## config.mk

```make
export PLATFORM = sky130hd
export DESIGN_NAME = lru_page_replacement_core
export DESIGN_NICKNAME = d
export VERILOG_FILES = /design/src/design/lpr_pkg.sv /design/src/design/lpr_ram.sv /design/src/design/lpr_merge.sv /design/src/design/lru_page_replacement_core.sv
export SDC_FILE = /design/constraint.sdc
export NUM_CORES = 1
export LEC_CHECK = 0
export BUFFER_PORTS_ARGS = -buffer_cell sky130_fd_sc_hd__buf_2
export CAP_MARGIN = 20
export CORE_ASPECT_RATIO = 1.4
export CORE_MARGIN = 4
export CORE_UTILIZATION = 40
export DETAILED_ROUTE_END_ITERATION = 12
export HOLD_SLACK_MARGIN = 0.02
export MAX_ROUTING_LAYER = met4
export PLACE_DENSITY_LB_ADDON = 0.3
export SYNTH_ARGS = -nofsm -noshare
export SYNTH_HDL_FRONTEND = slang
export SYNTH_HIERARCHICAL = 1
export SYNTH_SLANG_ARGS = --single-unit
```

## constraint.sdc

```tcl
create_clock -name clk -period 10.65 [get_ports clk]
set_input_delay 1.065 -clock clk [delete_from_list [all_inputs] [get_ports clk]]
set_output_delay 1.065 -clock clk [all_outputs]
set_load 0.05 [all_outputs]
```

## src/design/lpr_pkg.sv

```systemverilog
package lpr_pkg;

  localparam int SLOTS     = 16;
  localparam int PAGE_BITS = 16;
  localparam int SLOT_W    = (SLOTS > 1) ? $clog2(SLOTS) : 1;
  localparam int RANK_W    = SLOT_W;
  localparam int CNT_W     = $clog2(SLOTS + 1);
  localparam int CFG_W     = 5;
  localparam int FAULT_W   = 32;

  typedef struct packed {
    logic [15:0] page_number;
    logic        end_of_string;
  } in_word_t;

  typedef struct packed {
    logic         hit;
    logic [3:0]   slot_index;
    logic         evicted_valid;
    logic [15:0]  evicted_page;
    logic [31:0]  fault_total;
    logic         is_last;
  } out_word_t;

  typedef struct packed {
    logic [PAGE_BITS-1:0] page;
    logic [RANK_W-1:0]    rank;
  } entry_t;

  typedef struct packed {
    logic                 valid;
    logic                 age_all;
    logic [SLOT_W-1:0]    slot;
    logic [RANK_W-1:0]    rank;
    logic [PAGE_BITS-1:0] page;
  } pend_t;

  typedef struct packed {
    logic                 found;
    logic [SLOT_W-1:0]    hit_slot;
    logic [RANK_W-1:0]    hit_rank;
    logic [SLOT_W-1:0]    old_slot;
    logic [RANK_W-1:0]    old_rank;
    logic [PAGE_BITS-1:0] old_page;
  } scan_t;

  typedef enum logic [1:0] {
    ST_IDLE,
    ST_SCAN,
    ST_FINISH
  } state_t;

endpackage

```

## src/design/lpr_ram.sv

```systemverilog
module lpr_ram #(
  parameter int WIDTH = 8,
  parameter int DEPTH = 16,
  localparam int AW = (DEPTH > 1) ? $clog2(DEPTH) : 1
) (
  input  logic             clk,
  input  logic             wr_en,
  input  logic [AW-1:0]    wr_addr,
  input  logic [WIDTH-1:0] wr_data,
  input  logic [AW-1:0]    rd_addr,
  output logic [WIDTH-1:0] rd_data
);

  logic [WIDTH-1:0] mem_r [DEPTH];
  logic [WIDTH-1:0] rd_data_r;

  always_ff @(posedge clk) begin
    if (wr_en) begin
      mem_r[wr_addr] <= wr_data;
    end
    rd_data_r <= mem_r[rd_addr];
  end

  assign rd_data = rd_data_r;

endmodule

```

## src/design/lpr_merge.sv

```systemverilog
module lpr_merge (
  input  logic                          clk,
  input  logic                          rst_n,
  input  logic                          rd_vld,
  input  logic [lpr_pkg::SLOT_W-1:0]    rd_idx,
  input  lpr_pkg::entry_t               rd_entry,
  input  logic [lpr_pkg::PAGE_BITS-1:0] page,
  input  logic                          start,
  input  logic                          pend_load,
  input  lpr_pkg::pend_t                pend_in,
  input  logic                          pend_drop,
  output lpr_pkg::entry_t               wr_entry,
  output lpr_pkg::scan_t                scan
);

  lpr_pkg::pend_t  pend_r, pend_nxt;
  lpr_pkg::scan_t  scan_r, scan_nxt;
  lpr_pkg::entry_t adj;

  // apply the previous word's recency update to the entry as it streams by
  always_comb begin
    adj = rd_entry;
    if (pend_r.valid) begin
      if (rd_idx == pend_r.slot) begin
        adj.page = pend_r.page;
        adj.rank = '0;
      end else if (pend_r.age_all || (rd_entry.rank < pend_r.rank)) begin
        adj.rank = rd_entry.rank + lpr_pkg::RANK_W'(1);
      end
    end
  end

  always_comb begin
    scan_nxt = scan_r;
    if (start) begin
      scan_nxt = '0;
    end else if (rd_vld) begin
      if (!scan_r.found && (adj.page == page)) begin
        scan_nxt.found    = 1'b1;
        scan_nxt.hit_slot = rd_idx;
        scan_nxt.hit_rank = adj.rank;
      end
      if ((rd_idx == '0) || (adj.rank > scan_r.old_rank)) begin
        scan_nxt.old_slot = rd_idx;
        scan_nxt.old_rank = adj.rank;
        scan_nxt.old_page = adj.page;
      end
    end
  end

  always_comb begin
    pend_nxt = pend_r;
    if (pend_drop) begin
      pend_nxt.valid = 1'b0;
    end else if (pend_load) begin
      pend_nxt = pend_in;
    end
  end

  always_ff @(posedge clk) begin
    if (!rst_n) begin
      pend_r <= '0;
      scan_r <= '0;
    end else begin
      pend_r <= pend_nxt;
      scan_r <= scan_nxt;
    end
  end

  assign wr_entry = adj;
  assign scan     = scan_r;

endmodule

```

## src/design/lru_page_replacement_core.sv

```systemverilog
// LRU page-frame store: each input word references one page; the result word
// reports hit or fault, the frame now holding the page, any evicted page and
// the saturating fault total. The store accepts no new word until the last one's
// result is in the output register. Each item takes one pass over the occupied
// frames of the memory, one entry per cycle through its single read port; each
// entry is read, brought up to date and written back in that pass. A finished
// result waits in the output register without blocking the
// next accept. A word marked last clears the store and the fault total after
// its result. cfg_wdata sets the frame limit (0 acts as 1, above 16 as 16).
module lru_page_replacement_core (
  input  logic                       clk,
  input  logic                       rst_n,
  input  logic                       cfg_we,
  input  logic [lpr_pkg::CFG_W-1:0]  cfg_wdata,
  input  logic                       in_valid,
  output logic                       in_stall,
  input  lpr_pkg::in_word_t          in_word,
  output logic                       out_valid,
  input  logic                       out_stall,
  output lpr_pkg::out_word_t         out_word
);

  lpr_pkg::state_t state_r, state_nxt;

  logic [lpr_pkg::CFG_W-1:0]     cfg_r, cfg_nxt;
  logic [lpr_pkg::CNT_W-1:0]     occ_r, occ_nxt;
  logic [lpr_pkg::FAULT_W-1:0]   fault_r, fault_nxt;
  logic [lpr_pkg::CNT_W-1:0]     idx_r, idx_nxt;
  logic                          rd_vld_r;
  logic [lpr_pkg::SLOT_W-1:0]    rd_idx_r;
  logic [lpr_pkg::PAGE_BITS-1:0] page_r, page_nxt;
  logic                          last_r, last_nxt;
  logic                          out_valid_r, out_valid_nxt;
  lpr_pkg::out_word_t            out_word_r, out_word_nxt;

  logic                          in_accept;
  logic                          issue;
  logic                          deposit;
  logic [lpr_pkg::CNT_W-1:0]     limit;
  lpr_pkg::entry_t               rd_entry;
  lpr_pkg::entry_t               wr_entry;
  lpr_pkg::scan_t                scan;
  lpr_pkg::pend_t                pend_in;
  logic [lpr_pkg::SLOT_W-1:0]    slot;
  logic                          ev_valid;
  logic [lpr_pkg::PAGE_BITS-1:0] ev_page;

  lpr_ram #(
    .WIDTH ($bits(lpr_pkg::entry_t)),
    .DEPTH (lpr_pkg::SLOTS)
  ) u_ram (
    .clk     (clk),
    .wr_en   (rd_vld_r),
    .wr_addr (rd_idx_r),
    .wr_data (wr_entry),
    .rd_addr (idx_r[lpr_pkg::SLOT_W-1:0]),
    .rd_data (rd_entry)
  );

  lpr_merge u_merge (
    .clk       (clk),
    .rst_n     (rst_n),
    .rd_vld    (rd_vld_r),
    .rd_idx    (rd_idx_r),
    .rd_entry  (rd_entry),
    .page      (page_r),
    .start     (in_accept),
    .pend_load (deposit),
    .pend_in   (pend_in),
    .pend_drop (deposit && last_r),
    .wr_entry  (wr_entry),
    .scan      (scan)
  );

  always_comb begin
    state_nxt = state_r;
    case (state_r)
      lpr_pkg::ST_IDLE: begin
        if (in_valid) begin
          state_nxt = lpr_pkg::ST_SCAN;
        end
      end
      lpr_pkg::ST_SCAN: begin
        if (!issue && !rd_vld_r) begin
          state_nxt = lpr_pkg::ST_FINISH;
        end
      end
      lpr_pkg::ST_FINISH: begin
        if (deposit) begin
          state_nxt = lpr_pkg::ST_IDLE;
        end
      end
      default: begin
        state_nxt = lpr_pkg::ST_IDLE;
      end
    endcase
  end

  always_comb begin
    in_stall  = (state_r != lpr_pkg::ST_IDLE);
    in_accept = in_valid && (state_r == lpr_pkg::ST_IDLE);
    issue     = (state_r == lpr_pkg::ST_SCAN) && (idx_r < occ_r);
    deposit   = (state_r == lpr_pkg::ST_FINISH) && (!out_valid_r || !out_stall);
  end

  always_comb begin
    if (cfg_r == '0) begin
      limit = lpr_pkg::CNT_W'(1);
    end else if (cfg_r > lpr_pkg::CFG_W'(lpr_pkg::SLOTS)) begin
      limit = lpr_pkg::CNT_W'(lpr_pkg::SLOTS);
    end else begin
      limit = lpr_pkg::CNT_W'(cfg_r);
    end
  end

  always_comb begin
    slot     = scan.old_slot;
    ev_valid = 1'b0;
    ev_page  = '0;
    occ_nxt  = occ_r;
    pend_in  = '{valid: 1'b1, age_all: 1'b0, slot: scan.old_slot,
                 rank: scan.old_rank, page: page_r};
    if (scan.found) begin
      slot         = scan.hit_slot;
      pend_in.slot = scan.hit_slot;
      pend_in.rank = scan.hit_rank;
    end else if (occ_r < limit) begin
      slot            = occ_r[lpr_pkg::SLOT_W-1:0];
      pend_in.slot    = occ_r[lpr_pkg::SLOT_W-1:0];
      pend_in.age_all = 1'b1;
      pend_in.rank    = '0;
      if (deposit) begin
        occ_nxt = occ_r + lpr_pkg::CNT_W'(1);
      end
    end else begin
      ev_valid = 1'b1;
      ev_page  = scan.old_page;
    end

    fault_nxt = fault_r;
    if (deposit && !scan.found && (fault_r != '1)) begin
      fault_nxt = fault_r + lpr_pkg::FAULT_W'(1);
    end

    out_word_nxt = out_word_r;
    out_valid_nxt = out_valid_r && out_stall;
    if (deposit) begin
      out_valid_nxt              = 1'b1;
      out_word_nxt.hit           = scan.found;
      out_word_nxt.slot_index    = 4'(slot);
      out_word_nxt.evicted_valid = ev_valid;
      out_word_nxt.evicted_page  = 16'(ev_page);
      out_word_nxt.fault_total   = 32'(fault_nxt);
      out_word_nxt.is_last       = last_r;
      if (last_r) begin
        occ_nxt   = '0;
        fault_nxt = '0;
      end
    end
  end

  always_comb begin
    cfg_nxt  = cfg_we ? cfg_wdata : cfg_r;
    idx_nxt  = idx_r;
    page_nxt = page_r;
    last_nxt = last_r;
    if (in_accept) begin
      idx_nxt  = '0;
      page_nxt = lpr_pkg::PAGE_BITS'(in_word.page_number);
      last_nxt = in_word.end_of_string;
    end else if (issue) begin
      idx_nxt = idx_r + lpr_pkg::CNT_W'(1);
    end
  end

  always_ff @(posedge clk) begin
    if (!rst_n) begin
      state_r     <= lpr_pkg::ST_IDLE;
      cfg_r       <= lpr_pkg::CFG_W'(lpr_pkg::SLOTS);
      occ_r       <= '0;
      fault_r     <= '0;
      idx_r       <= '0;
      rd_vld_r    <= 1'b0;
      out_valid_r <= 1'b0;
    end else begin
      state_r     <= state_nxt;
      cfg_r       <= cfg_nxt;
      occ_r       <= occ_nxt;
      fault_r     <= fault_nxt;
      idx_r       <= idx_nxt;
      rd_vld_r    <= issue;
      out_valid_r <= out_valid_nxt;
    end
  end

  always_ff @(posedge clk) begin
    rd_idx_r   <= idx_r[lpr_pkg::SLOT_W-1:0];
    page_r     <= page_nxt;
    last_r     <= last_nxt;
    out_word_r <= out_word_nxt;
  end

  assign out_valid = out_valid_r;
  assign out_word  = out_word_r;

  a_occ_bound: assert property (@(posedge clk) disable iff (!rst_n)
    occ_r <= lpr_pkg::CNT_W'(lpr_pkg::SLOTS))
    else $error("occupancy beyond frame count");

  a_wb_in_scan: assert property (@(posedge clk) disable iff (!rst_n)
    rd_vld_r |-> (state_r == lpr_pkg::ST_SCAN))
    else $error("memory write-back outside scan");

  a_result_from_finish: assert property (@(posedge clk) disable iff (!rst_n)
    $rose(out_valid_r) |-> $past(state_r == lpr_pkg::ST_FINISH))
    else $error("result loaded outside finish");

  a_hit_no_evict: assert property (@(posedge clk) disable iff (!rst_n)
    (out_valid_r && out_word_r.hit) |-> !out_word_r.evicted_valid)
    else $error("hit reports an eviction");

endmodule
```

# After elaboration in Yosys (flattened, before gate mapping)
# Memories as Yosys holds them, arrays and structs flattened. A register that Yosys moved wholly into a read port is not among the register bits.
# Cells that the tools add are included.
dict set report classes {
  reduce_logical 28
  add_sub_neg 4
  order_cmp 5
  div 0
  mux 27
  n_shift 0
  bitwise_logic 2
  n_eq_ne 8
  n_mul 0
}
# op n
set ops {}
lappend ops {{32-bit 2-to-1 mux} 3}
lappend ops {{5-bit 2-to-1 mux} 7}
lappend ops {{32-bit by 1-bit adder with 32-bit output, second input constant} 1}
lappend ops {{32-bit != test, second input constant} 1}
lappend ops {{20-bit 2-to-1 mux} 1}
lappend ops {{16-bit == test} 1}
lappend ops {{16-bit 2-to-1 mux} 1}
lappend ops {{4-bit 2-to-1 mux} 4}
lappend ops {{5-bit by 1-bit adder with 5-bit output, second input constant} 2}
lappend ops {{5-bit less-than comparator} 2}
lappend ops {{1-bit logical AND} 9}
lappend ops {{9-bit 2-to-1 mux} 1}
lappend ops {{8-bit 2-to-1 mux} 1}
lappend ops {{2-bit 2-to-1 mux} 3}
lappend ops {{2-bit != test, second input constant} 3}
lappend ops {{2-bit one-hot mux with 3 select lines} 1}
lappend ops {{2-bit AND reduction} 3}
lappend ops {{2-bit OR reduction} 3}
lappend ops {{5-bit > comparator, second input constant} 1}
lappend ops {{1-bit zero test} 5}
lappend ops {{5-bit zero test} 1}
lappend ops {{1-bit 2-to-1 mux} 5}
lappend ops {{4-bit by 1-bit adder with 4-bit output, second input constant} 1}
lappend ops {{4-bit == test} 1}
lappend ops {{other kinds (10)} 13}
dict set report word_totals {
  out_inout_bits 57
  mem_bits_rw 320
  rom_bits 0
  in_bits 27
  register_bits 186
  mem_count 1
  latchBits 0
}
# memory depth word_bits rd rd_ports_with_merged_regs wr line
set mem_list {}
lappend mem_list {u_ram.mem_r 16 20 1 1 1 lpr_ram.sv:14} ;# logic [WIDTH-1:0] mem_r [DEPTH];

# Longest topological paths before layout
dict set report depth {
  word_depth 8
  ltp_mapped 16
  depth_no_buf 14
}

# Hierarchy
# The synthesis kept the hierarchy.
# mod instances seq_area_each_um2 area_per_inst_um2 cells_per_inst
set by_module_without_submodules {}
lappend by_module_without_submodules {lpr_ram 1 10009.6 12530.8 533}
lappend by_module_without_submodules {lru_page_replacement_core 1 3263.1 5306.3 462}
lappend by_module_without_submodules {lpr_merge 1 1181.1 3096.7 385}

# Worst setup path before layout
# No wires, ideal clock.
dict set report synth_timing {
  path_kind {input to register}
  startpoint {input port out_stall}
  endpoint {register u_merge/pend_r[10] (netlist bit)}
  required_time_ps 10574
  path_slack_ps 5933
  setup_time_ps 76
  arrival_time_ps 4641
  stages 7
  cell_sequence {and2_1 nor2_1 nor2b_1 clkbuf_1 clkbuf_1 nand2_1 a21boi_0}
}
dict set report synth_via {
  elab_chain_cells 6
}
# element line
set synth_rtl {}
lappend synth_rtl {{start: declaration} lru_page_replacement_core.sv:19} ;# input logic out_stall,
lappend synth_rtl {{1-bit zero test (*)} lru_page_replacement_core.sv:103} ;# deposit = (state_r == lpr_pkg::ST_FINISH) && (!out_valid_r || !out_stall);
lappend synth_rtl {{1-bit logical OR (*)} lru_page_replacement_core.sv:103}
lappend synth_rtl {{1-bit logical AND (*)} lru_page_replacement_core.sv:103}
lappend synth_rtl {{named net deposit} lru_page_replacement_core.sv:38} ;# logic deposit;
lappend synth_rtl {{1-bit logical AND} lru_page_replacement_core.sv:70} ;# .pend_drop (deposit && last_r),
lappend synth_rtl {{1-bit inverter (no line)} n/a}
lappend synth_rtl {{2-bit AND reduction (no line) (*)} n/a}
lappend synth_rtl {{end signal: assignment} lpr_merge.sv:65} ;# pend_r <= pend_nxt;
lappend synth_rtl {{end: declaration} lpr_merge.sv:16} ;# lpr_pkg::pend_t pend_r, pend_nxt;
# The timed path passes the listed nets; every way through them passes the cells marked *.
# A chain may end at the register's enable or synchronous reset.

==> flow_summary.json <==
{
  "setup_tns_ns": 0,
  "synth_seq_cells": 526,
  "vias_per_cell": 5.54,
  "cp.buffers_inverters": 1,
  "row_count": 98,
  "postSynthCellCount": 1380,
  "cts.sinks": 526,
  "grt_use_total_pct": 18.1,
  "grt_pass1_wl_mm": 75.4,
  "mostFrequentLayoutCell": "edfxtp_1",
  "path_max_fanout": 24,
  "initial_utilization_pct": 40.6,
  "fin_crit_sh_pct": 37.3,
  "hpwl_mm": 30.7,
  "maxCapViolCount": 0,
  "cellLeakagePower_nw": 8.18,
  "die_area_um2": 56100,
  "grt_overflow_total": 0,
  "htreeDepth": 2,
  "arrival_ns": 4.39,
  "nets": 1526,
  "critical_path_class": "flip-flop to flip-flop",
  "fin_util_pct": 46.1,
  "crit_path_cell_trace": "xor2_1, nor3_1, nand2_1, and2_1, ha_1, o21a_1, o21a_1, o21ai_0, a21boi_4, buf_12, mux2i_1, nor2_1",
  "synth-main-ff-cell": "edfxtp_1",
  "crit_start": "rd_idx_r[0]",
  "clk_latency_ns": 0.58,
  "grt_pass1_vias": 12000,
  "max-slew-margin-rel_pct": 30.3,
  "sequentialPowerShare_pct": 54.9,
  "p_comb_share_pct": 2.9,
  "end_kind": "flip-flop",
  "hp-class": "flip-flop to flip-flop",
  "drv_slew": 0,
  "syn2layout_area_growth_pct": 13.5,
  "ir_drop_mv": 0.112,
  "clk_pin_slew_ns": 0.07,
  "worstPathRequired_ns": 11.07,
  "antenna_found_initial": 0,
  "syn-cell-area_um2": 20900,
  "first_pass_iters": 5,
  "r2r_slack_ns": 6.68,
  "power.density_nw_per_um2": 171,
  "swShare_pct": 21.0,
  "power_frac_clock_pct": 42.2,
  "r2r-end": "u_merge/scan[2]",
  "cts_tree": "done",
  "cts-hold-fix-buffers": 0,
  "fillers": 4479,
  "fmax_mhz": 252,
  "drc_errors": 0,
  "crit_cells": 12,
  "grt_max_degree": 56,
  "drt_wl_total_mm": 50.1,
  "async_flop_share_pct": 0,
  "crit_end": "u_merge/scan[2]",
  "ant_nets": 0,
  "r2r-start": "rd_idx_r[0]",
  "yosysWarnings": 6,
  "portBuffers": 83,
  "syn_avg_cell_area_um2": 15.2,
  "power.internal_w": 0.00320,
  "worst_pin_slew_ns": 1.04,
  "crit_family": "simple AND/OR/NAND/NOR gates",
  "worst_r2r_path_depth": 12,
  "cts-buffers-inserted": 49,
  "clk_path_buf_depth": 3,
  "fin_worst_skew_ns": 0.0277,
  "wl_per_cell_um": 23.1,
  "fin_crit_ns": 3.97,
  "fp.dieW_um": 201,
  "drive_above_1_share_pct": 18.2,
  "synth.distinct_cells": 58,
  "p_switching_w": 0.000850,
  "hold_ws_ns": 0.467,
  "finalPower_w": 0.00405,
  "clock-root-buffer": "clkbuf_16",
  "drt_iter0_markers": 980,
  "post_cts_resized": 0,
  "n_antenna_cell": 0,
  "status": "finished clean",
  "setup_violations": 0,
  "synth-seq-area-share_pct": 69.0,
  "die_h_um": 279,
  "synth_enable_flop_cells": 392,
  "gp_congestion": 0.865,
  "ios": 84,
  "synth_fp_nets": 1426,
  "cp_slowest_cell": "nand2_1",
  "post-cts-setup-buffers": 0,
  "cp-start-kind": "flip-flop",
  "rsz0062_at_grt": "no",
  "critPathMaxStageDelay_ns": 0.62,
  "vias": 12000,
  "final_cell_mix": "392 x edfxtp_1, 173 x nand2_1, 132 x dfxtp_1, 83 x buf_2, 64 x mux4_2",
  "hold_violations": 0,
  "coreArea_um2": 51500,
  "critical_path.most_common_cell": "o21a_1"
}
-- final cells by class --
type / count / area (um2) / area share (%)
flip-flops and latches: 526 / 14500 / 60.9
well taps: 650 / 813 / 3.42
multi-input cells: 770 / 6170 / 26.0
clock buffers: 64 / 1330 / 5.61
clock inverters: 27 / 250 / 1.05
inverters: 21 / 78.8 / 0.332
repair buffers: 112 / 653 / 2.75
-- synth_stat cells (14+ instances only) --
cell type    n  area (um2)
nand2b_1    20         125
clkbuf_1    40         150
a21boi_0    27         203
mux4_1      16         420
nor2_1      71         267
nand3_1     28         140
a22oi_1     41         308
a21oi_1     29         145
dfxtp_1    134        2680
nand2_1    173         649
o21ai_0     29         145
edfxtp_1   392       11800
mux2i_1     45         450
mux4_2      64        1440
and3_1      25         156
xor2_1      39         342
and2_1      21         131
inv_1       20        75.1
nand4_1     14        87.6
ha_1        19         238
-- per-stage QoR --
stage / worst slack, ns / cell area, um2 / std cells
floorplan: 5.93 / 20900 / 1380
global placement: 6.47 / 22100 / 2077
detailed placement: 6.30 / 22100 / 2077
CTS: 6.25 / 23700 / 2168
global route: 6.41 / 23800 / 2170
finish: 6.68 / 23800 / 2170
-- state kept, by name, indices dropped and copies added (netlist names) --
name            flops
rd_idx_r            4
idx_r               5
u_ram/mem_r       320
cfg_r               5
state_r             2
out_word           55
u_merge/pend_r     26
last_r              1
u_merge/scan       33
occ_r               5
fault_r            32
out_valid           1
rd_vld_r            1
u_ram/rd_data      20
page_r             16
-- worst min path at each step --
stage | slack (ns) | cells after the start | start | end
global route | 0.49 | 2 | u_merge/scan[26] | u_merge/scan[26]
CTS | 0.47 | 2 | u_merge/scan[26] | u_merge/scan[26]
global placement | 0.46 | 2 | u_merge/scan[26] | u_merge/scan[26]
detailed placement | 0.46 | 2 | u_merge/scan[26] | u_merge/scan[26]
finish | 0.47 | 2 | u_merge/pend_r[17] | u_merge/pend_r[17]
floorplan | 0.39 | 0 | idx_r[1] | rd_idx_r[1]
-- layer usage --
layer / track usage [%] / vias up / part of all wire, % / wire (um)
li1: - / 5464 / - / -
met1: 22.7 / 6128 / 41 / 20700
met2: 31.3 / 350 / 51 / 25600
met3: 2.20 / 79 / 4.9 / 2470
met4: 5.10 / 0 / 2.7 / 1350
met5: - / - / 0 / 0
-- worst min-delay path, stage by stage (launching register included) --
cell and delay [ns]:
dfxtp_1 0.31, nand2_1 0.05, a21boi_0 0.07
-- cells by family after synthesis --
group,after synthesis,synth area share [%]
adder cells (fa/ha/maj),19,1.14
AND/OR/NAND/NOR,409,9.35
other,1,0.0179
XOR/XNOR,51,2.13
buffers and inverters,84,1.94
flip-flops,526,69.0
multiplexers,126,11.1
AO/OA/AOI/OAI,164,5.28
-- power by group through the flow --
| stage | clock network (W) | logic (W) | registers (W) |
|---|---|---|---|
| final | 0.00171 | 0.000118 | 0.00222 |
| after global routing | 0.00183 | 0.000128 | 0.00222 |
| after CTS | 0.00175 | 0.000119 | 0.00222 |
| after detailed placement | 0 | 0.000118 | 0.00227 |
| after global placement | 0 | 0.000116 | 0.00227 |
| after floorplan | 0 | 0.0000653 | 0.00228 |
No activity file was read; power rests on OpenSTA's default activity.
